$ cat src/phma_pkg.sv
// Package: shared constants, types and the periodic axis distance for the halo assigner
`timescale 1ns / 1ps
`default_nettype none
package phma_pkg;
    localparam int DefMaxHalos    = 256;
    localparam int DefMaxSubhalos = 256;
    localparam int SlotLimit      = 256;
    localparam int HitDepth       = 256;
    localparam int CountW         = 9;
    localparam int CoordW         = 32;

    localparam logic [1:0] OP_LOAD_HALO = 2'd0;
    localparam logic [1:0] OP_LOAD_SUB  = 2'd1;
    localparam logic [1:0] OP_QUERY     = 2'd2;

    localparam logic [1:0] REG_BOX  = 2'd0;
    localparam logic [1:0] REG_HALO = 2'd1;
    localparam logic [1:0] REG_SUB  = 2'd2;

    localparam logic [31:0] Sat32 = 32'hFFFF_FFFF;
    localparam logic [8:0]  NoHalo = 9'h1FF;

    typedef struct packed {
        logic start;
        logic step_halo;
        logic step_sub;
        logic finish;
    } phma_cmd_t;

    typedef struct packed {
        logic halo_last;
        logic sub_last;
        logic halo_empty;
        logic sub_empty;
        logic have;
        logic pipe_busy;
    } phma_stat_t;

    function automatic logic [31:0] axis_dist(input logic [31:0] a, input logic [31:0] b,
                                              input logic [31:0] bx);
        logic [31:0] d;
        logic [32:0] d2;
        logic [31:0] r;
        begin
            d  = (a > b) ? (a - b) : (b - a);
            d2 = {d, 1'b0};
            r  = d;
            if (d2 > {1'b0, bx})
            begin
                r = (d > bx) ? (d - bx) : (bx - d);
            end
            return r;
        end
    endfunction
endpackage
`default_nettype wire

$ cat src/phma_ctrl.sv
// Controller: sequences halo scan, subhalo scan and result transfer
`timescale 1ns / 1ps
`default_nettype none
module phma_ctrl
    import phma_pkg::*;
(
    input  wire logic       clk,
    input  wire logic       rst_n,
    input  wire logic       query_go,
    input  wire phma_stat_t stat,
    input  wire logic       out_free,
    output phma_cmd_t       cmd,
    output logic            busy
);
    typedef enum logic [4:0] {
        S_IDLE  = 5'b00001,
        S_HALO  = 5'b00010,
        S_SUB   = 5'b00100,
        S_DRAIN = 5'b01000,
        S_DONE  = 5'b10000
    } state_t;

    state_t state_reg, state_next;
    logic   drain_sub_reg, drain_sub_next;

    always_comb
    begin
        state_next     = state_reg;
        drain_sub_next = drain_sub_reg;
        cmd            = '0;
        unique case (state_reg)
            S_IDLE:
            begin
                if (query_go)
                begin
                    cmd.start      = 1'b1;
                    drain_sub_next = 1'b0;
                    state_next     = stat.halo_empty ? S_DRAIN : S_HALO;
                end
            end
            S_HALO:
            begin
                cmd.step_halo = 1'b1;
                if (stat.halo_last)
                begin
                    state_next = S_DRAIN;
                end
            end
            S_SUB:
            begin
                cmd.step_sub = 1'b1;
                if (stat.sub_last)
                begin
                    state_next = S_DRAIN;
                end
            end
            S_DRAIN:
            begin
                if (!stat.pipe_busy)
                begin
                    if (!drain_sub_reg && !stat.have && !stat.sub_empty)
                    begin
                        drain_sub_next = 1'b1;
                        state_next     = S_SUB;
                    end
                    else
                    begin
                        state_next = S_DONE;
                    end
                end
            end
            S_DONE:
            begin
                if (out_free)
                begin
                    cmd.finish = 1'b1;
                    state_next = S_IDLE;
                end
            end
            default: state_next = S_IDLE;
        endcase
    end

    always_ff @(posedge clk or negedge rst_n)
    begin
        if (!rst_n)
        begin
            state_reg     <= S_IDLE;
            drain_sub_reg <= 1'b0;
        end
        else
        begin
            state_reg     <= state_next;
            drain_sub_reg <= drain_sub_next;
        end
    end

    assign busy = (state_reg != S_IDLE);

    a_onehot: assert property (@(posedge clk) disable iff (!rst_n) $onehot(state_reg))
        else $error("state not one-hot");
    a_finish_done: assert property (@(posedge clk) disable iff (!rst_n)
        cmd.finish |-> state_reg == S_DONE) else $error("finish outside done");
    a_start_idle: assert property (@(posedge clk) disable iff (!rst_n)
        cmd.start |=> state_reg != S_IDLE) else $error("start did not leave idle");
endmodule
`default_nettype wire

$ cat config.mk
export PLATFORM = sky130hd
export DESIGN_NAME = phma_ctrl
export DESIGN_NICKNAME = d
export VERILOG_FILES = /design/src/phma_pkg.sv /design/src/phma_ctrl.sv
export SDC_FILE = /design/constraint.sdc
export NUM_CORES = 1
export LEC_CHECK = 0
export ABC_AREA = 1
export BUFFER_PORTS_ARGS = -buffer_cell sky130_fd_sc_hd__clkbuf_2
export CAP_MARGIN = 15
export CORE_MARGIN = 1.5
export CORE_UTILIZATION = 30
export CTS_CLUSTER_DIAMETER = 40
export DETAILED_ROUTE_END_ITERATION = 12
export PLACE_DENSITY_LB_ADDON = 0.05
export SETUP_SLACK_MARGIN = 0.1
export SLEW_MARGIN = 20
export SYNTH_ARGS = -nofsm -noshare
export SYNTH_HDL_FRONTEND = slang
export SYNTH_SLANG_ARGS = --single-unit
$ cat constraint.sdc
create_clock -name clk -period 1.3 [get_ports clk]
set_input_delay 0.26 -clock clk [delete_from_list [all_inputs] [get_ports clk]]
set_output_delay 0.26 -clock clk [all_outputs]
set_load 0.01 [all_outputs]
==> flow_metrics.tcl <==
set metrics [dict create \
    outcome "complete, but fails checks" \
    failed_checks "negative setup slack" \
    areaGrowthSynthToFinish_pct 55.5 \
    synth_compound_area_share_pct 0 \
    worstHoldStart "stat[5]" \
    max_stage_delay_ns 0.53 \
    timing.final.hold_violations 0 \
    cts_num_sinks 6 \
    ys_ff_latch 6 \
    hp-class "in2reg" \
    synthDistinctLibCells 14 \
    start_util_pct 31.3 \
    clk_pin_slew_ns 0.05 \
    synth_commonest_cells "nand2_1 (13), inv_1 (8), nand3_1 (8), nor2_1 (7), inv_2 (6)" \
    fin_total_pwr_uw 1580 \
    relSlewSlack_pct 79.3 \
    critPathSlowestCell "dfstp_2" \
    cts_buffers 3 \
    drt_iter0_markers 9 \
    critPathLaunchType "register" \
    r2r-end "state_reg[0]" \
    postLayoutSetupSlackWorst_ns -0.198 \
    hpwlAfterDp_um 834 \
    gr-total-overflow 0 \
    post-route-period-util_pct 115 \
    synth_edf_count 0 \
    peakVddDrop_mv 0.749 \
    grt_max_degree 9 \
    layout.cells.non_filler 106 \
    synth_top_family_by_area "simple AND/OR/NAND/NOR gates" \
    synthMuxAreaShare_pct 0 \
    synthTopCellsByArea "dfrtp_1 (27%), nor2_4 (12%), nand2_1 (10%)" \
    core_area_mm2 0.00149 \
    crit_required_ns 1.04 \
    routed_wirelength_um 1020 \
    grt_setup_unrepaired "yes" \
    reg2reg_from "state_reg[0]" \
    synth_xor_area_share_pct 0 \
    r2r_setup_slack_ns -0.05 \
    worst_pin_slew_ns 0.308 \
    place_congestion 0.800 \
    endpoint_kind "output port" \
    fp.dieH_um 42.4 \
    route.detailed.drc 0 \
    synth.most_common_cell "nand2_1" \
    n_antenna_cell 0 \
    ys_warn_count 0 \
    postRouteAntennaNets 0 \
    worstSetupPathType "reg2out" \
    largest_register_ffs 5 \
    yosys_most_used_dff "dfrtp_1" \
    synthArstFlopShare_pct 100 \
    crit_path_max_fanout 3 \
    p_per_area_mw_per_mm2 2180 \
    cts.path.max_buffers 2 \
    grt_pass1_wl_um 1930 \
    yosys.area_share.adder_pct 0 \
    period_minus_slack_ns 1.50 \
    numPlacedInstances 95 \
    final.setup_skew_ns 0.000744 \
    finalMaxSlewViolations 0 \
    num_rows 14 \
    clock_latency_ns 0.24 \
    vias 470 \
    dr.pass1.iters 4 \
    cp.arrival_ns 1.24 \
    maxCapViolCount 0 \
    finalSetupViolations 11 \
    r2r_cells 9 \
    synth-simple-area-share_pct 56.3 \
    syn_nets 74 \
    htreeDepth 1 \
    cpMostUsedCell "nor2_4" \
    viasPerCell 4.43 \
    syn-instance-count 64 \
    seq_area_frac_synth_pct 32.4 \
    post-place-ws_ns -0.00997 \
    crit_chain "inv_2, nor2_4, nand3_4, nor2_4, buf_6" \
    port_buffers 14 \
    setup_tns_ns -1.11 \
    grt_pass1_vias 452 \
    syn_area_um2 467 \
    syn_avg_cell_area_um2 7.29 \
    die_width_um 42.4 \
    fmax_mhz 668 \
    grtUsageTotal_pct 14.6 \
    hold_depth 4 \
    fin_util_pct 48.7 \
    avgRoutedWirePerCell_um 9.58 \
    cts_tree "built" \
    whs_endpoint "state_reg[1]" \
    drive_gt1_share_pct 60.0 \
    num_io_pins 15 \
    nNetsFinal 101 \
    cts_root_buffer "clkbuf_4" \
    synth_top_area_share_pct 26.8 \
    antenna_found_initial 0 \
    p_leak_uw 0.000388 \
    dieArea_mm2 0.00180 \
    yosysTopAreaCell "dfrtp_1" \
]
[power by group]
| part | total (uW) | leakage (uW) | switching, uW | internal (uW) |
|---|---|---|---|---|
| Clock | 192 | 0.0000150 | 75.6 | 117 |
| Combinational | 1040 | 0.000297 | 574 | 464 |
| Sequential | 349 | 0.0000767 | 77.6 | 271 |
[area by class of cell]
class,count,area (um^2)
Inverter,14,52.6
Tap cell,16,20.0
Sequential cell,6,153
Clock buffer,4,26.3
Timing Repair Buffer,22,149
Multi-Input combinational cell,44,325
Fill cell,153,763
[kinds of logic (layout without fill, tap and decap cells)]
logic type / Yosys count / in the layout
flops: 6 / 6
buf+inv: 14 / 40
simple gates: 44 / 44
[routing by layer]
metal  up-vias  wire (um)  global-route usage, %  part of all wire [%]
met2        10        474                   22.2                    47
li1        256          -                      -                     -
met5         -          0                      0                     0
met3         2         55                   4.31                   5.4
met4         0         10                   7.50                  0.99
met1       202        476                   18.4                    47
[how the worst max path moves through the flow]
stage          endpoint  cells past startpoint    startpoint  slack, ns
5_1_grt          cmd[0]                      4  state_reg[2]      -0.28
3_3_place_gp     cmd[2]                      4  state_reg[2]     -0.004
4_1_cts          cmd[3]                      5  state_reg[0]      -0.21
6_report         cmd[3]                      5  state_reg[0]      -0.20
2_1_floorplan    cmd[3]                      4  state_reg[0]       0.09
3_5_place_dp     cmd[3]                      5  state_reg[0]      -0.01
[what timing repair did]
item | in CTS | in global routing
resized for setup | 8 | 9
buffers inserted | 6 | 0
setup endpoints to repair | 11 | 11
pin swaps | 5 | 6
endpoints found under the hold margin | 5 | 0
hold buffers | 1 | 0
[cells in the final DEF, fill, tap and decap left out, drive strengths merged]
cell / instances
clkbuf: 15
inv: 14
nand2: 14
nor2: 13
dlygate4sd3: 1
dfrtp: 5
nand3: 11
nor3: 1
dfstp: 1
nand4: 5
buf: 10
[stage by stage]
stage          hold WS [ns]  area (um^2)
2_1_floorplan       -0.0356          492
3_3_place_gp          0.104          589
3_5_place_dp          0.104          589
4_1_cts               0.282          698
5_1_grt               0.303          726
6_report              0.286          726
[critical path, delay by kind of cell (launching register included)]
kind                   cells  cell delay [ns]
flip-flops                 1             0.53
buffers and inverters      2             0.14
AND/OR/NAND/NOR            3             0.32
Note: power is estimated with default switching activity, not from simulation.
